<file path="config.mk">
export PLATFORM = sky130hd
export DESIGN_NAME = triggered_classify_actuate_fsm
export DESIGN_NICKNAME = d
export VERILOG_FILES = /design/src/hw/rtl/tcaf_pkg.sv /design/src/hw/rtl/triggered_classify_actuate_fsm.sv /design/src/hw/rtl/tcaf_front.sv /design/src/hw/rtl/tcaf_queue.sv /design/src/hw/rtl/tcaf_back.sv
export SDC_FILE = /design/constraint.sdc
export NUM_CORES = 1
export LEC_CHECK = 0
export BUFFER_PORTS_ARGS = -buffer_cell sky130_fd_sc_hd__buf_4
export CAP_MARGIN = 0
export CORE_MARGIN = 1.5
export CORE_UTILIZATION = 55
export DETAILED_ROUTE_END_ITERATION = 8
export GPL_TIMING_DRIVEN = 0
export PLACE_DENSITY = 0.84
export RECOVER_POWER = 25
export SETUP_SLACK_MARGIN = 0.02
export SLEW_MARGIN = 20
export SYNTH_ARGS = -nofsm -noshare
export SYNTH_HDL_FRONTEND = slang
export SYNTH_SLANG_ARGS = --single-unit
export TNS_END_PERCENT = 30
</file>
<file path="constraint.sdc">
create_clock -name clk -period 9.55 [get_ports clk]
set_clock_uncertainty 0.2 [all_clocks]
set_input_delay 1.91 -clock clk [delete_from_list [all_inputs] [get_ports clk]]
set_output_delay 1.91 -clock clk [all_outputs]
set_load 0.05 [all_outputs]
</file>
<file path="src/hw/rtl/tcaf_pkg.sv">
// Shared types and constants for the triggered classify and actuate controller.
package tcaf_pkg;

  localparam int QDEPTH  = 2;
  localparam int QPTR_W  = $clog2(QDEPTH);
  localparam int QCNT_W  = $clog2(QDEPTH + 1);

  localparam int ELAPSED_W = 10;
  localparam int PROB_W    = 16;
  localparam int PULSE_W   = 12;
  localparam int TIMER_W   = 16;
  localparam int SUM_W     = 19;
  localparam int COUNT_W   = 3;
  localparam int PHASE_W   = 2;
  localparam int CFG_IDX_W = 2;
  localparam int CFG_DAT_W = 16;

  localparam logic [PHASE_W-1:0] PHASE_IDLE    = 2'd0;
  localparam logic [PHASE_W-1:0] PHASE_ARMED   = 2'd1;
  localparam logic [PHASE_W-1:0] PHASE_COLLECT = 2'd2;
  localparam logic [PHASE_W-1:0] PHASE_HOLD    = 2'd3;

  localparam logic [PULSE_W-1:0] OPEN_PULSE_RST   = 12'd1500;
  localparam logic [PULSE_W-1:0] CLOSED_PULSE_RST = 12'd1000;
  localparam logic [TIMER_W-1:0] EMPTY_DELAY_RST  = 16'd2000;
  localparam logic [PROB_W-1:0]  TGT_THRESH_RST   = 16'd45875;
  localparam logic [TIMER_W-1:0] TIMER_MAX        = 16'hFFFF;

  typedef enum logic [CFG_IDX_W-1:0] {
    CFG_OPEN_PULSE   = 2'd0,
    CFG_CLOSED_PULSE = 2'd1,
    CFG_EMPTY_DELAY  = 2'd2,
    CFG_TGT_THRESH   = 2'd3
  } tcaf_cfg_idx_t;

  typedef struct packed {
    logic                 beam;
    logic                 clr;
    logic [ELAPSED_W-1:0] elapsed;
    logic                 valid;
    logic [PROB_W-1:0]    target;
  } tcaf_item_t;

endpackage

</file>
<file path="src/hw/rtl/triggered_classify_actuate_fsm.sv">
// Top level of the triggered classify and actuate controller.
//
//  channel | direction | handshake            | payload
//  in_     | input     | in_push / in_full    | beam, sim, elapsed, result and probabilities
//  out_    | output    | out_empty / out_pop  | beam_broken, servo_closed, pulse width, phase
//  cfg_    | input     | cfg_valid / cfg_ready| cfg_index, cfg_data
//
// One poll per cycle while in_full is low; an accepted poll is written into the queue,
// then taken into the back end's update register, which drives the out_ ports.
// A two-entry queue sits between front and back; while a result waits unpopped,
// the queue still takes two more polls before in_full rises.
// Synchronous reset clears phase, sum, count, timer and queues, and restores
// the config registers to their defaults. cfg_ready is always high.
module triggered_classify_actuate_fsm #(
  parameter int RESULTS_NEEDED = 5
) (
  input  logic                            clk,
  input  logic                            rst_n,
  input  logic                            in_push,
  output logic                            in_full,
  input  logic                            in_beam_level,
  input  logic                            in_sim_beam,
  input  logic [tcaf_pkg::ELAPSED_W-1:0]  in_elapsed_ms,
  input  logic                            in_result_valid,
  input  logic [tcaf_pkg::PROB_W-1:0]     in_target_prob,
  input  logic [tcaf_pkg::PROB_W-1:0]     in_other_prob,
  input  logic [tcaf_pkg::PROB_W-1:0]     in_blank_prob,
  output logic                            out_empty,
  input  logic                            out_pop,
  output logic                            out_beam_broken,
  output logic                            out_servo_closed,
  output logic [tcaf_pkg::PULSE_W-1:0]    out_pulse_width_us,
  output logic [tcaf_pkg::PHASE_W-1:0]    out_phase,
  input  logic                            cfg_valid,
  output logic                            cfg_ready,
  input  logic [tcaf_pkg::CFG_IDX_W-1:0]  cfg_index,
  input  logic [tcaf_pkg::CFG_DAT_W-1:0]  cfg_data
);
  import tcaf_pkg::*;

  logic       q_full;
  logic       q_wr;
  tcaf_item_t q_wr_item;
  logic       q_rd;
  logic       q_valid;
  tcaf_item_t q_rd_item;

  tcaf_front u_front (
    .in_push         (in_push),
    .in_full         (in_full),
    .in_beam_level   (in_beam_level),
    .in_sim_beam     (in_sim_beam),
    .in_elapsed_ms   (in_elapsed_ms),
    .in_result_valid (in_result_valid),
    .in_target_prob  (in_target_prob),
    .in_other_prob   (in_other_prob),
    .in_blank_prob   (in_blank_prob),
    .q_full          (q_full),
    .q_wr            (q_wr),
    .q_item          (q_wr_item)
  );

  tcaf_queue u_queue (
    .clk      (clk),
    .rst_n    (rst_n),
    .wr       (q_wr),
    .wr_item  (q_wr_item),
    .full     (q_full),
    .rd       (q_rd),
    .rd_valid (q_valid),
    .rd_item  (q_rd_item)
  );

  tcaf_back #(
    .RESULTS_NEEDED (RESULTS_NEEDED)
  ) u_back (
    .clk                (clk),
    .rst_n              (rst_n),
    .q_valid            (q_valid),
    .q_item             (q_rd_item),
    .q_rd               (q_rd),
    .cfg_valid          (cfg_valid),
    .cfg_ready          (cfg_ready),
    .cfg_index          (cfg_index),
    .cfg_data           (cfg_data),
    .out_empty          (out_empty),
    .out_pop            (out_pop),
    .out_beam_broken    (out_beam_broken),
    .out_servo_closed   (out_servo_closed),
    .out_pulse_width_us (out_pulse_width_us),
    .out_phase          (out_phase)
  );

endmodule

</file>
<file path="src/hw/rtl/tcaf_front.sv">
// Front end: accepts polls and classifies beam and emptiness into a queue item.
module tcaf_front (
  input  logic                       in_push,
  output logic                       in_full,
  input  logic                       in_beam_level,
  input  logic                       in_sim_beam,
  input  logic [tcaf_pkg::ELAPSED_W-1:0] in_elapsed_ms,
  input  logic                       in_result_valid,
  input  logic [tcaf_pkg::PROB_W-1:0] in_target_prob,
  input  logic [tcaf_pkg::PROB_W-1:0] in_other_prob,
  input  logic [tcaf_pkg::PROB_W-1:0] in_blank_prob,
  input  logic                       q_full,
  output logic                       q_wr,
  output tcaf_pkg::tcaf_item_t       q_item
);
  import tcaf_pkg::*;

  logic beam;
  logic not_empty;

  assign beam      = !in_beam_level || in_sim_beam;
  assign not_empty = in_result_valid &&
                     ((in_blank_prob < in_target_prob) || (in_blank_prob < in_other_prob));

  assign in_full = q_full;
  assign q_wr    = in_push && !q_full;

  always_comb begin
    q_item.beam    = beam;
    q_item.clr     = beam || not_empty;
    q_item.elapsed = in_elapsed_ms;
    q_item.valid   = in_result_valid;
    q_item.target  = in_target_prob;
  end

endmodule

</file>
<file path="src/hw/rtl/tcaf_queue.sv">
// Short item queue between the front end and the back end.
module tcaf_queue (
  input  logic                 clk,
  input  logic                 rst_n,
  input  logic                 wr,
  input  tcaf_pkg::tcaf_item_t wr_item,
  output logic                 full,
  input  logic                 rd,
  output logic                 rd_valid,
  output tcaf_pkg::tcaf_item_t rd_item
);
  import tcaf_pkg::*;

  tcaf_item_t        slot_r [QDEPTH];
  logic [QPTR_W-1:0] wr_ptr_r;
  logic [QPTR_W-1:0] rd_ptr_r;
  logic [QCNT_W-1:0] count_r;

  assign full     = (count_r == QCNT_W'(QDEPTH));
  assign rd_valid = (count_r != '0);
  assign rd_item  = slot_r[rd_ptr_r];

  always_ff @(posedge clk) begin
    if (wr) begin
      slot_r[wr_ptr_r] <= wr_item;
    end
  end

  always_ff @(posedge clk) begin
    if (!rst_n) begin
      wr_ptr_r <= '0;
      rd_ptr_r <= '0;
      count_r  <= '0;
    end else begin
      if (wr) begin
        wr_ptr_r <= (wr_ptr_r == QPTR_W'(QDEPTH - 1)) ? '0 : wr_ptr_r + 1'b1;
      end
      if (rd) begin
        rd_ptr_r <= (rd_ptr_r == QPTR_W'(QDEPTH - 1)) ? '0 : rd_ptr_r + 1'b1;
      end
      if (wr && !rd) begin
        count_r <= count_r + 1'b1;
      end else if (rd && !wr) begin
        count_r <= count_r - 1'b1;
      end
    end
  end

endmodule

</file>
<file path="src/hw/rtl/tcaf_back.sv">
// Back end: phase machine, sum and timer, config registers and result register.
module tcaf_back #(
  parameter int RESULTS_NEEDED = 5
) (
  input  logic                            clk,
  input  logic                            rst_n,
  input  logic                            q_valid,
  input  tcaf_pkg::tcaf_item_t            q_item,
  output logic                            q_rd,
  input  logic                            cfg_valid,
  output logic                            cfg_ready,
  input  logic [tcaf_pkg::CFG_IDX_W-1:0]  cfg_index,
  input  logic [tcaf_pkg::CFG_DAT_W-1:0]  cfg_data,
  output logic                            out_empty,
  input  logic                            out_pop,
  output logic                            out_beam_broken,
  output logic                            out_servo_closed,
  output logic [tcaf_pkg::PULSE_W-1:0]    out_pulse_width_us,
  output logic [tcaf_pkg::PHASE_W-1:0]    out_phase
);
  import tcaf_pkg::*;

  typedef enum logic [PHASE_W-1:0] {
    ST_IDLE    = PHASE_IDLE,
    ST_ARMED   = PHASE_ARMED,
    ST_COLLECT = PHASE_COLLECT,
    ST_HOLD    = PHASE_HOLD
  } state_t;

  state_t               state_r, state_nxt;
  logic                 closed_r, closed_nxt;
  logic [SUM_W-1:0]     sum_r, sum_nxt;
  logic [COUNT_W-1:0]   count_r, count_nxt;
  logic [TIMER_W-1:0]   timer_r, timer_nxt;

  logic [PULSE_W-1:0]   open_pulse_r;
  logic [PULSE_W-1:0]   closed_pulse_r;
  logic [TIMER_W-1:0]   empty_delay_r;
  logic [PROB_W-1:0]    tgt_thresh_r;

  logic                 out_valid_r;
  logic                 beam_r;
  logic                 servo_r;
  logic [PULSE_W-1:0]   pulse_r;
  logic [PHASE_W-1:0]   phase_r;

  logic                 take;
  logic [SUM_W-1:0]     sum_add;
  logic [COUNT_W-1:0]   count_add;
  logic [SUM_W-1:0]     limit;
  logic [TIMER_W:0]     timer_add;
  logic [TIMER_W-1:0]   timer_upd;

  assign take      = q_valid && (!out_valid_r || out_pop);
  assign q_rd      = take;
  assign cfg_ready = 1'b1;

  assign sum_add   = q_item.valid ? sum_r + SUM_W'(q_item.target) : sum_r;
  assign count_add = q_item.valid ? count_r + 1'b1 : count_r;
  assign limit     = SUM_W'(tgt_thresh_r) * SUM_W'(RESULTS_NEEDED);
  assign timer_add = {1'b0, timer_r} + (TIMER_W + 1)'(q_item.elapsed);

  always_comb begin
    state_nxt  = state_r;
    closed_nxt = closed_r;
    sum_nxt    = sum_r;
    count_nxt  = count_r;
    timer_nxt  = timer_r;
    timer_upd  = '0;
    case (state_r)
      ST_IDLE: begin
        if (q_item.beam) begin
          state_nxt = ST_ARMED;
          sum_nxt   = '0;
          count_nxt = '0;
        end
      end
      ST_ARMED, ST_COLLECT: begin
        if (count_add >= COUNT_W'(RESULTS_NEEDED)) begin
          if (sum_add > limit) begin
            closed_nxt = 1'b1;
            timer_nxt  = '0;
            state_nxt  = ST_HOLD;
          end else begin
            state_nxt = ST_IDLE;
          end
          sum_nxt   = '0;
          count_nxt = '0;
        end else begin
          state_nxt = ST_COLLECT;
          sum_nxt   = sum_add;
          count_nxt = count_add;
        end
      end
      ST_HOLD: begin
        if (q_item.clr) begin
          timer_upd = '0;
        end else if (timer_add[TIMER_W]) begin
          timer_upd = TIMER_MAX;
        end else begin
          timer_upd = timer_add[TIMER_W-1:0];
        end
        timer_nxt = timer_upd;
        if (timer_upd >= empty_delay_r) begin
          closed_nxt = 1'b0;
          state_nxt  = ST_IDLE;
        end
      end
      default: begin
        state_nxt = ST_IDLE;
      end
    endcase
  end

  always_ff @(posedge clk) begin
    if (!rst_n) begin
      state_r     <= ST_IDLE;
      closed_r    <= 1'b0;
      sum_r       <= '0;
      count_r     <= '0;
      timer_r     <= '0;
      out_valid_r <= 1'b0;
    end else begin
      if (take) begin
        state_r  <= state_nxt;
        closed_r <= closed_nxt;
        sum_r    <= sum_nxt;
        count_r  <= count_nxt;
        timer_r  <= timer_nxt;
        beam_r   <= q_item.beam;
        servo_r  <= closed_nxt;
        pulse_r  <= closed_nxt ? closed_pulse_r : open_pulse_r;
        phase_r  <= state_nxt;
      end
      if (take) begin
        out_valid_r <= 1'b1;
      end else if (out_pop) begin
        out_valid_r <= 1'b0;
      end
    end
  end

  always_ff @(posedge clk) begin
    if (!rst_n) begin
      open_pulse_r   <= OPEN_PULSE_RST;
      closed_pulse_r <= CLOSED_PULSE_RST;
      empty_delay_r  <= EMPTY_DELAY_RST;
      tgt_thresh_r   <= TGT_THRESH_RST;
    end else if (cfg_valid && cfg_ready) begin
      case (tcaf_cfg_idx_t'(cfg_index))
        CFG_OPEN_PULSE:   open_pulse_r   <= cfg_data[PULSE_W-1:0];
        CFG_CLOSED_PULSE: closed_pulse_r <= cfg_data[PULSE_W-1:0];
        CFG_EMPTY_DELAY:  empty_delay_r  <= cfg_data[TIMER_W-1:0];
        CFG_TGT_THRESH:   tgt_thresh_r   <= cfg_data[PROB_W-1:0];
        default: begin
          tgt_thresh_r <= tgt_thresh_r;
        end
      endcase
    end
  end

  assign out_empty          = !out_valid_r;
  assign out_beam_broken    = beam_r;
  assign out_servo_closed   = servo_r;
  assign out_pulse_width_us = pulse_r;
  assign out_phase          = phase_r;

endmodule

</file>
==> impl_metrics.prom, run 1 <==
# TYPE chip_impl_metric gauge
chip_impl_info{name="timing.critical_path.slowest_stage_cell",value="clkbuf_1"} 1
chip_impl_metric{name="drt_wl_total",unit="um"} 25100
chip_impl_metric{name="grt_start_max_net_pins",unit=""} 30
chip_impl_metric{name="gr-usage-met3",unit="%"} 3.77
chip_impl_metric{name="crit_fanout",unit=""} 10
chip_impl_metric{name="seq_power_share",unit="%"} 36.2
chip_impl_metric{name="cts-buffers-inserted",unit=""} 17
chip_impl_metric{name="wire_length_of_the_first_global_routing_pass",unit="um"} 40000
chip_impl_metric{name="clockPowerShare",unit="%"} 28.5
chip_impl_metric{name="totalPowerFinal",unit="mW"} 2.55
chip_impl_metric{name="crit_arrival",unit="ns"} 6.58
chip_impl_metric{name="postSynthAreaPerCell",unit="um2"} 9.47
chip_impl_info{name="hold_wc_path_type",value="register to register"} 1
chip_impl_metric{name="die_width",unit="um"} 143
chip_impl_metric{name="syn-instance-count",unit=""} 1146
chip_impl_info{name="rsz_0062_raised_after_global_routing",value="no"} 1
chip_impl_metric{name="p_sw",unit="mW"} 0.923
chip_impl_metric{name="number_of_drc_violations_after_detailed_routing_iteration_0",unit=""} 743
chip_impl_info{name="timing.setup.critical_path_class",value="register to register"} 1
chip_impl_metric{name="vias_per_cell",unit=""} 5.82
chip_impl_metric{name="final_layout_size_suffix_gt1_share",unit="%"} 15.5
chip_impl_metric{name="synth_area",unit="um2"} 10900
chip_impl_metric{name="detail-route-antenna-nets",unit=""} 0
chip_impl_metric{name="cell_internal_pwr",unit="mW"} 1.63
chip_impl_metric{name="highest_ir_drop_seen_on_vdd",unit="uV"} 148
chip_impl_metric{name="grt_antenna_before_repair",unit=""} 0
chip_impl_info{name="clk_root_buffer_cell",value="clkbuf_16"} 1
chip_impl_metric{name="number_of_flip_flops_and_latches_in_the_synthesized_netlist",unit=""} 177
chip_impl_metric{name="global_route.usage.met2",unit="%"} 41.7
chip_impl_metric{name="synth-async-reset-ratio",unit="%"} 0
chip_impl_metric{name="clock_latency",unit="ns"} 0.44
chip_impl_info{name="synth_ff_type",value="dfxtp_1"} 1
chip_impl_metric{name="gp_congestion",unit=""} 0.941
chip_impl_metric{name="io_pins",unit=""} 103
chip_impl_metric{name="die_ar",unit="um2"} 20600
chip_impl_metric{name="groute.usage.overall",unit="%"} 24.4
chip_impl_metric{name="placement_rows",unit=""} 51
chip_impl_info{name="most_used_routing_layer_in_global_routing",value="met2"} 1
chip_impl_metric{name="count_of_instances_resized_after_the_clock_tree_is_built",unit=""} 0
chip_impl_metric{name="worst-slew-pin-transition",unit="ns"} 1.15
chip_impl_metric{name="initial_cell_density_of_the_core",unit="%"} 56.0
chip_impl_info{name="cp_cell_sequence",value="buf_6, clkbuf_1, clkbuf_1, mux2_2, ha_1, fa_1, a21oi_1, o21bai_1, nor4b_1, o31ai_2, nand3_1, buf_2, a21oi_1, ha_1, a2111oi_0, o21ai_0, a21o_1, a21oi_2, buf_6, mux2_4"} 1
chip_impl_metric{name="setup_viol",unit=""} 0
chip_impl_metric{name="dr.pass1.iters",unit=""} 5
chip_impl_info{name="tritoncts",value="built"} 1
chip_impl_metric{name="clk_pin_slew_worst_paths",unit="ns"} 0.07
chip_impl_info{name="cp_top_family",value="compound AO/OA/AOI/OAI gates"} 1
chip_impl_metric{name="detailroute.via_count",unit=""} 8987
chip_impl_metric{name="cellLeakagePower",unit="nW"} 5.31
chip_impl_metric{name="core-area",unit="um2"} 19400
chip_impl_info{name="post-synth-top-count-cell",value="nand2_1"} 1
chip_impl_metric{name="power.share.combinational",unit="%"} 35.3
chip_impl_metric{name="count_of_buffers_added_by_post_cts_timing_repair_for_setup",unit=""} 0
chip_impl_info{name="synth.largest_area_cell",value="edfxtp_1"} 1
chip_impl_metric{name="cp_data_required_time",unit="ns"} 9.54
chip_impl_info{name="synth_area_leaders",value="edfxtp_1 (20%), dfxtp_1 (19%), ha_1 (14%), nand2_1 (5.7%), a21oi_1 (4.4%)"} 1
chip_impl_metric{name="min_period",unit="ns"} 6.60
chip_impl_metric{name="synth_nets",unit=""} 1356
chip_impl_metric{name="syn_to_final_growth",unit="%"} 15.3
chip_impl_metric{name="insertedDiodeCount",unit=""} 0
chip_impl_metric{name="min_period_over_period",unit="%"} 69.1
chip_impl_metric{name="cts.htree.levels",unit=""} 4
chip_impl_info{name="crit_path_end_kind",value="register"} 1
chip_impl_metric{name="drt_drc_violations_left",unit=""} 0
chip_impl_metric{name="avgRoutedWirePerCell",unit="um"} 16.2
chip_impl_metric{name="synth_edf_count",unit=""} 74
chip_impl_metric{name="pwrdens",unit="nW/um2"} 204
chip_impl_metric{name="path_buf_inv",unit=""} 5
chip_impl_metric{name="remaining_global_route_overflow",unit=""} 0
chip_impl_metric{name="maximum_root_to_sink_buffer_count",unit=""} 2
chip_impl_info{name="synth_top_cells_by_count",value="nand2_1 (165), ha_1 (123), dfxtp_1 (103)"} 1
chip_impl_metric{name="post-synth-top-area-fraction",unit="%"} 20.5
chip_impl_metric{name="met1_usage",unit="%"} 30.6
chip_impl_metric{name="critical_path.max_stage_delay",unit="ns"} 0.47
chip_impl_metric{name="fin_tns_setup",unit="ns"} 0
chip_impl_metric{name="worst_slew_margin_rel",unit="%"} 22.9
chip_impl_metric{name="hold_viol_final",unit=""} 0
chip_impl_metric{name="hpwlAfterDp",unit="um"} 18900
chip_impl_metric{name="portion_of_the_post_synthesis_area_used_by_sequential_elements",unit="%"} 39.5
chip_impl_metric{name="die_h",unit="um"} 143
chip_impl_metric{name="finalMaxSlewViolations",unit=""} 0
chip_impl_metric{name="synth.yosys.warnings",unit=""} 0
chip_impl_metric{name="synth_cell_type_count",unit=""} 87
chip_impl_metric{name="cts-hold-fix-buffers",unit=""} 0
chip_impl_metric{name="finalNetCount",unit=""} 1477
chip_impl_info{name="run_status",value="complete, no violations"} 1
chip_impl_info{name="setup.worst_path.start_class",value="register"} 1
chip_impl_metric{name="max-cap-violations",unit=""} 0
chip_impl_metric{name="first_global_vias",unit=""} 8609
chip_impl_metric{name="cts.sink_count",unit=""} 177
chip_impl_metric{name="switching_share",unit="%"} 36.1
chip_impl_metric{name="clock.fmax",unit="MHz"} 152
chip_impl_metric{name="io_buffers",unit=""} 101
-- flip-flops by register name, summed over array words and instances (netlist names), named ones only --
name,cells
u_back.out_phase,2
u_back.out_pulse_width_us,12
u_queue.rd_ptr_r,1
u_back.closed_pulse_r,12
u_queue.count_r,2
u_back.state_r,2
u_back.out_servo_closed,1
u_back.closed_r,1
u_back.out_beam_broken,1
u_back.empty_delay_r,16
u_queue.slot_r,58
u_back.sum_r,19
u_queue.wr_ptr_r,1
u_back.open_pulse_r,12
u_back.out_valid_r,1
u_back.count_r,3
u_back.timer_r,16
u_back.tgt_thresh_r,16
-- metal layers --
metal	wire length, um	vias up	part of all wire [%]
met2	11700	309	47
met3	1510	65	6.0
met4	805	0	3.2
met1	11000	4187	44
li1	-	4426	-
met5	0	-	0
-- power by group through the flow --
stage	combinational [mW]	sequential, mW	clock [mW]
global placement	0.854	0.938	0
floorplan	0.611	0.973	0
global route	0.990	0.932	0.759
detailed placement	0.889	0.940	0
CTS	0.900	0.924	0.729
finish	0.901	0.924	0.728
-- path summary, 6_finish.rpt --
check	start	endpoint	slack [ns]	cells after the start
hold reg to reg	u_back.closed_pulse_r[1]	u_back.closed_pulse_r[1]	0.26	2
setup reg to reg	register	u_back.out_pulse_width_us[6]	2.95	20
hold / removal	u_back.closed_pulse_r[1]	u_back.closed_pulse_r[1]	0.26	2
setup / recovery	register	u_back.out_pulse_width_us[6]	2.95	20
-- placed cells by master, fill, tap and decap left out, drive strengths merged, types with 17 or more instances in the layout --
| master | count |
|---|---|
| a21o | 20 |
| a21oi | 98 |
| buf | 86 |
| clkbuf | 75 |
| dfxtp | 103 |
| edfxtp | 74 |
| ha | 123 |
| inv | 78 |
| mux2 | 40 |
| nand2 | 165 |
| nand3 | 45 |
| nor2 | 53 |
| nor3 | 22 |
| o21a | 17 |
| o21ai | 39 |
| xor2 | 22 |
-- layout make-up --
cell class	count	area, um2
timing repair buffer	102	718
buffer	40	186
inverter	70	263
tap	265	332
clock buffer	19	444
sequential	177	4280
fill	1579	6880
multi-input combinational	859	6120
clock inverter	13	168
-- tightest hold or removal path: stages, from the launching register on --
cell and delay [ns]:
dfxtp_1 0.31, nand2_1 0.05, a21oi_1 0.05
-- kinds of logic (layout without fill, tap and decap cells) --
kind of cell / Yosys count / after routing / synth area share [%]
simple gates: 369 / 369 / 16.0
compound gates: 283 / 283 / 17.8
flops: 177 / 177 / 39.5
fa+ha+maj: 126 / 126 / 14.7
buf+inv: 110 / 244 / 4.14
mux: 45 / 45 / 4.99
xor+xnor: 35 / 35 / 2.82
other cells: 1 / 1 / 0.0345
-- stage by stage --
| step | utilization [%] | std cells | setup slack (ns) | hold WS (ns) | area [um2] |
|---|---|---|---|---|---|
| detailed placement | 61.8 | 1513 | 3.00 | 0.249 | 12000 |
| CTS | 64.9 | 1545 | 2.99 | 0.258 | 12600 |
| finish | 64.5 | 1545 | 2.95 | 0.261 | 12500 |
| floorplan | - | 1146 | 4.06 | 0.230 | 10900 |
| global route | 64.5 | 1545 | 2.43 | 0.281 | 12500 |
| global placement | 61.6 | 1512 | 3.08 | 0.241 | 11900 |
Power figures use the tool's default switching activity.
==> run 2: changes to the inputs <==
==> constraint.sdc (replaced) <==
create_clock -name clk -period 6.5 [get_ports clk]
set_clock_uncertainty 0.2 [all_clocks]
set_input_delay 1.3 -clock clk [delete_from_list [all_inputs] [get_ports clk]]
set_output_delay 1.3 -clock clk [all_outputs]
set_load 0.05 [all_outputs]
==> impl_metrics.prom, run 2 (synthesized netlist as in run 1, its figures left out) <==
# TYPE chip_impl_metric gauge
chip_impl_info{name="run_status",value="complete, no violations"} 1
chip_impl_info{name="hold_wc_path_type",value="register to register"} 1
chip_impl_metric{name="remaining_global_route_overflow",unit=""} 0
chip_impl_metric{name="dpl_worst_slack",unit="ns"} -0.0514
chip_impl_metric{name="syn_to_final_growth",unit="%"} 15.3
chip_impl_info{name="reg.largest.list",value="u_queue.slot_r x58, u_back.sum_r x19"} 1
chip_impl_metric{name="cp_data_required_time",unit="ns"} 6.48
chip_impl_metric{name="clock.fmax",unit="MHz"} 167
chip_impl_metric{name="die_width",unit="um"} 143
chip_impl_info{name="timing.setup.critical_path_class",value="register to register"} 1
chip_impl_metric{name="cts.sink_count",unit=""} 177
chip_impl_metric{name="cellLeakagePower",unit="nW"} 5.31
chip_impl_metric{name="crit_fanout",unit=""} 13
chip_impl_metric{name="io_pins",unit=""} 103
chip_impl_metric{name="grt_start_max_net_pins",unit=""} 30
chip_impl_metric{name="count_of_buffers_added_by_post_cts_timing_repair_for_setup",unit=""} 0
chip_impl_metric{name="clock_latency",unit="ns"} 0.44
chip_impl_metric{name="detailroute.via_count",unit=""} 8985
chip_impl_info{name="tritoncts",value="built"} 1
chip_impl_metric{name="vias_per_cell",unit=""} 5.82
chip_impl_metric{name="first_global_vias",unit=""} 8609
chip_impl_metric{name="clk_pin_slew_worst_paths",unit="ns"} 0.07
chip_impl_info{name="setup.worst_path.start_class",value="register"} 1
chip_impl_metric{name="pwrdens",unit="nW/um2"} 300
chip_impl_metric{name="avgRoutedWirePerCell",unit="um"} 16.2
chip_impl_metric{name="finalMaxSlewViolations",unit=""} 0
chip_impl_info{name="layout_common_cells",value="nand2_1 (165), ha_1 (123), dfxtp_1 (103)"} 1
chip_impl_metric{name="final_util",unit="%"} 64.5
chip_impl_metric{name="worst-r2r-setup-slack",unit="ns"} 0.52
chip_impl_metric{name="cts-buffers-inserted",unit=""} 17
chip_impl_metric{name="final.fill_count",unit=""} 1582
chip_impl_metric{name="io_buffers",unit=""} 101
chip_impl_metric{name="detail-route-antenna-nets",unit=""} 0
chip_impl_metric{name="cts.htree.levels",unit=""} 4
chip_impl_metric{name="die_ar",unit="um2"} 20600
chip_impl_info{name="commonest_non_fill_non_tap_cell_in_the_layout",value="nand2_1"} 1
chip_impl_metric{name="min_period_over_period",unit="%"} 92.0
chip_impl_metric{name="min_period",unit="ns"} 5.98
chip_impl_metric{name="placement_rows",unit=""} 51
chip_impl_metric{name="hold_viol_final",unit=""} 0
chip_impl_metric{name="finalNetCount",unit=""} 1476
chip_impl_metric{name="maximum_root_to_sink_buffer_count",unit=""} 2
chip_impl_metric{name="core-area",unit="um2"} 19400
chip_impl_metric{name="dr.pass1.iters",unit=""} 5
chip_impl_metric{name="final_layout_size_suffix_gt1_share",unit="%"} 15.6
chip_impl_metric{name="groute.usage.overall",unit="%"} 24.4
chip_impl_metric{name="wire_length_of_the_first_global_routing_pass",unit="um"} 40000
chip_impl_metric{name="number_of_drc_violations_after_detailed_routing_iteration_0",unit=""} 667
chip_impl_metric{name="worst-slew-pin-transition",unit="ns"} 1.15
chip_impl_info{name="clk_root_buffer_cell",value="clkbuf_16"} 1
chip_impl_metric{name="highest_ir_drop_seen_on_vdd",unit="uV"} 217
chip_impl_info{name="registers.top_by_ff_count",value="u_queue.slot_r"} 1
chip_impl_info{name="rsz_0062_raised_after_global_routing",value="no"} 1
chip_impl_metric{name="drt_drc_violations_left",unit=""} 0
chip_impl_metric{name="insertedDiodeCount",unit=""} 0
chip_impl_info{name="crit_path_end_kind",value="register"} 1
chip_impl_metric{name="hpwlAfterDp",unit="um"} 18900
chip_impl_metric{name="setup_viol",unit=""} 0
chip_impl_metric{name="grt_antenna_before_repair",unit=""} 0
chip_impl_metric{name="final.setup.worst_slack",unit="ns"} 0.518
chip_impl_metric{name="crit_arrival",unit="ns"} 5.97
chip_impl_metric{name="largest_reg_flops",unit=""} 58
chip_impl_metric{name="die_h",unit="um"} 143
chip_impl_metric{name="worst_slew_margin_rel",unit="%"} 23.0
chip_impl_metric{name="drt_wl_total",unit="um"} 25000
chip_impl_metric{name="initial_cell_density_of_the_core",unit="%"} 56.0
chip_impl_metric{name="gp_congestion",unit=""} 0.941
chip_impl_metric{name="max-cap-violations",unit=""} 0
## run 2: changes by cell type in the layout (fill, tap and decap cells not counted), sizes merged
cell	change
clkbuf	-1
## run 2: where the power goes
| part | switching (mW) | leakage (nW) | internal (mW) |
|---|---|---|---|
| sequential | 0.0581 | 1.52 | 1.30 |
| combinational | 0.821 | 3.49 | 0.501 |
| clock | 0.475 | 0.302 | 0.595 |
## run 2: area by class of cell
class	count	area, um2	share of cell area [%]
repair buffers	102	718	5.74
multi-input cells	859	6120	48.9
plain buffers	39	184	1.47
clock buffers	19	444	3.55
flip-flops and latches	177	4280	34.2
clock inverters	13	168	1.34
inverters	70	263	2.10
well taps	265	332	2.65
## run 2: worst paths after layout
path                                                 from                           end  depth (start not counted)
worst min-delay path            u_back.closed_pulse_r[11]     u_back.closed_pulse_r[11]                          2
worst min register to register  u_back.closed_pulse_r[11]     u_back.closed_pulse_r[11]                          2
worst max register to register                   register  u_back.out_pulse_width_us[6]                         19
worst max-delay path                             register  u_back.out_pulse_width_us[6]                         19
## run 2: metrics by stage
stage	hold slack [ns]	cell area [um2]	cells	setup TNS [ns]	power (mW)
3_3_place_gp	0.241	11900	1512	0	2.63
6_report	0.259	12500	1544	0	3.75
4_1_cts	0.258	12600	1545	0	3.75
2_1_floorplan	0.230	10900	1146	0	2.33
3_5_place_dp	0.249	12000	1513	-0.443	2.69
5_1_grt	0.281	12500	1544	0	3.94
## run 2: critical path, stage by stage, from the launching register on
cell,delay (ns)
dfxtp_1,0.33
buf_6,0.17
clkbuf_2,0.27
mux2_2,0.40
ha_1,0.23
fa_1,0.42
a21oi_1,0.22
o21bai_1,0.13
nor4b_1,0.47
o31ai_2,0.22
nand3_1,0.20
buf_2,0.26
a21oi_1,0.15
ha_1,0.32
a2111oi_0,0.42
o21ai_0,0.16
a21o_1,0.25
a21oi_2,0.36
buf_6,0.23
mux2_4,0.31
## run 2: metal layers
metal | wire length (um) | GRT usage, % | vias up
li1 | - | - | 4428
met1 | 11000 | 30.6 | 4191
met2 | 11700 | 41.7 | 304
met3 | 1450 | 3.77 | 62
met4 | 791 | 10.7 | 0
met5 | 0 | 0 | -
## run 2: timing repair
item	CTS	global route
cloned	0	0
hold buffers	0	0
resized for setup	1	0
endpoints found under the setup margin	9	19
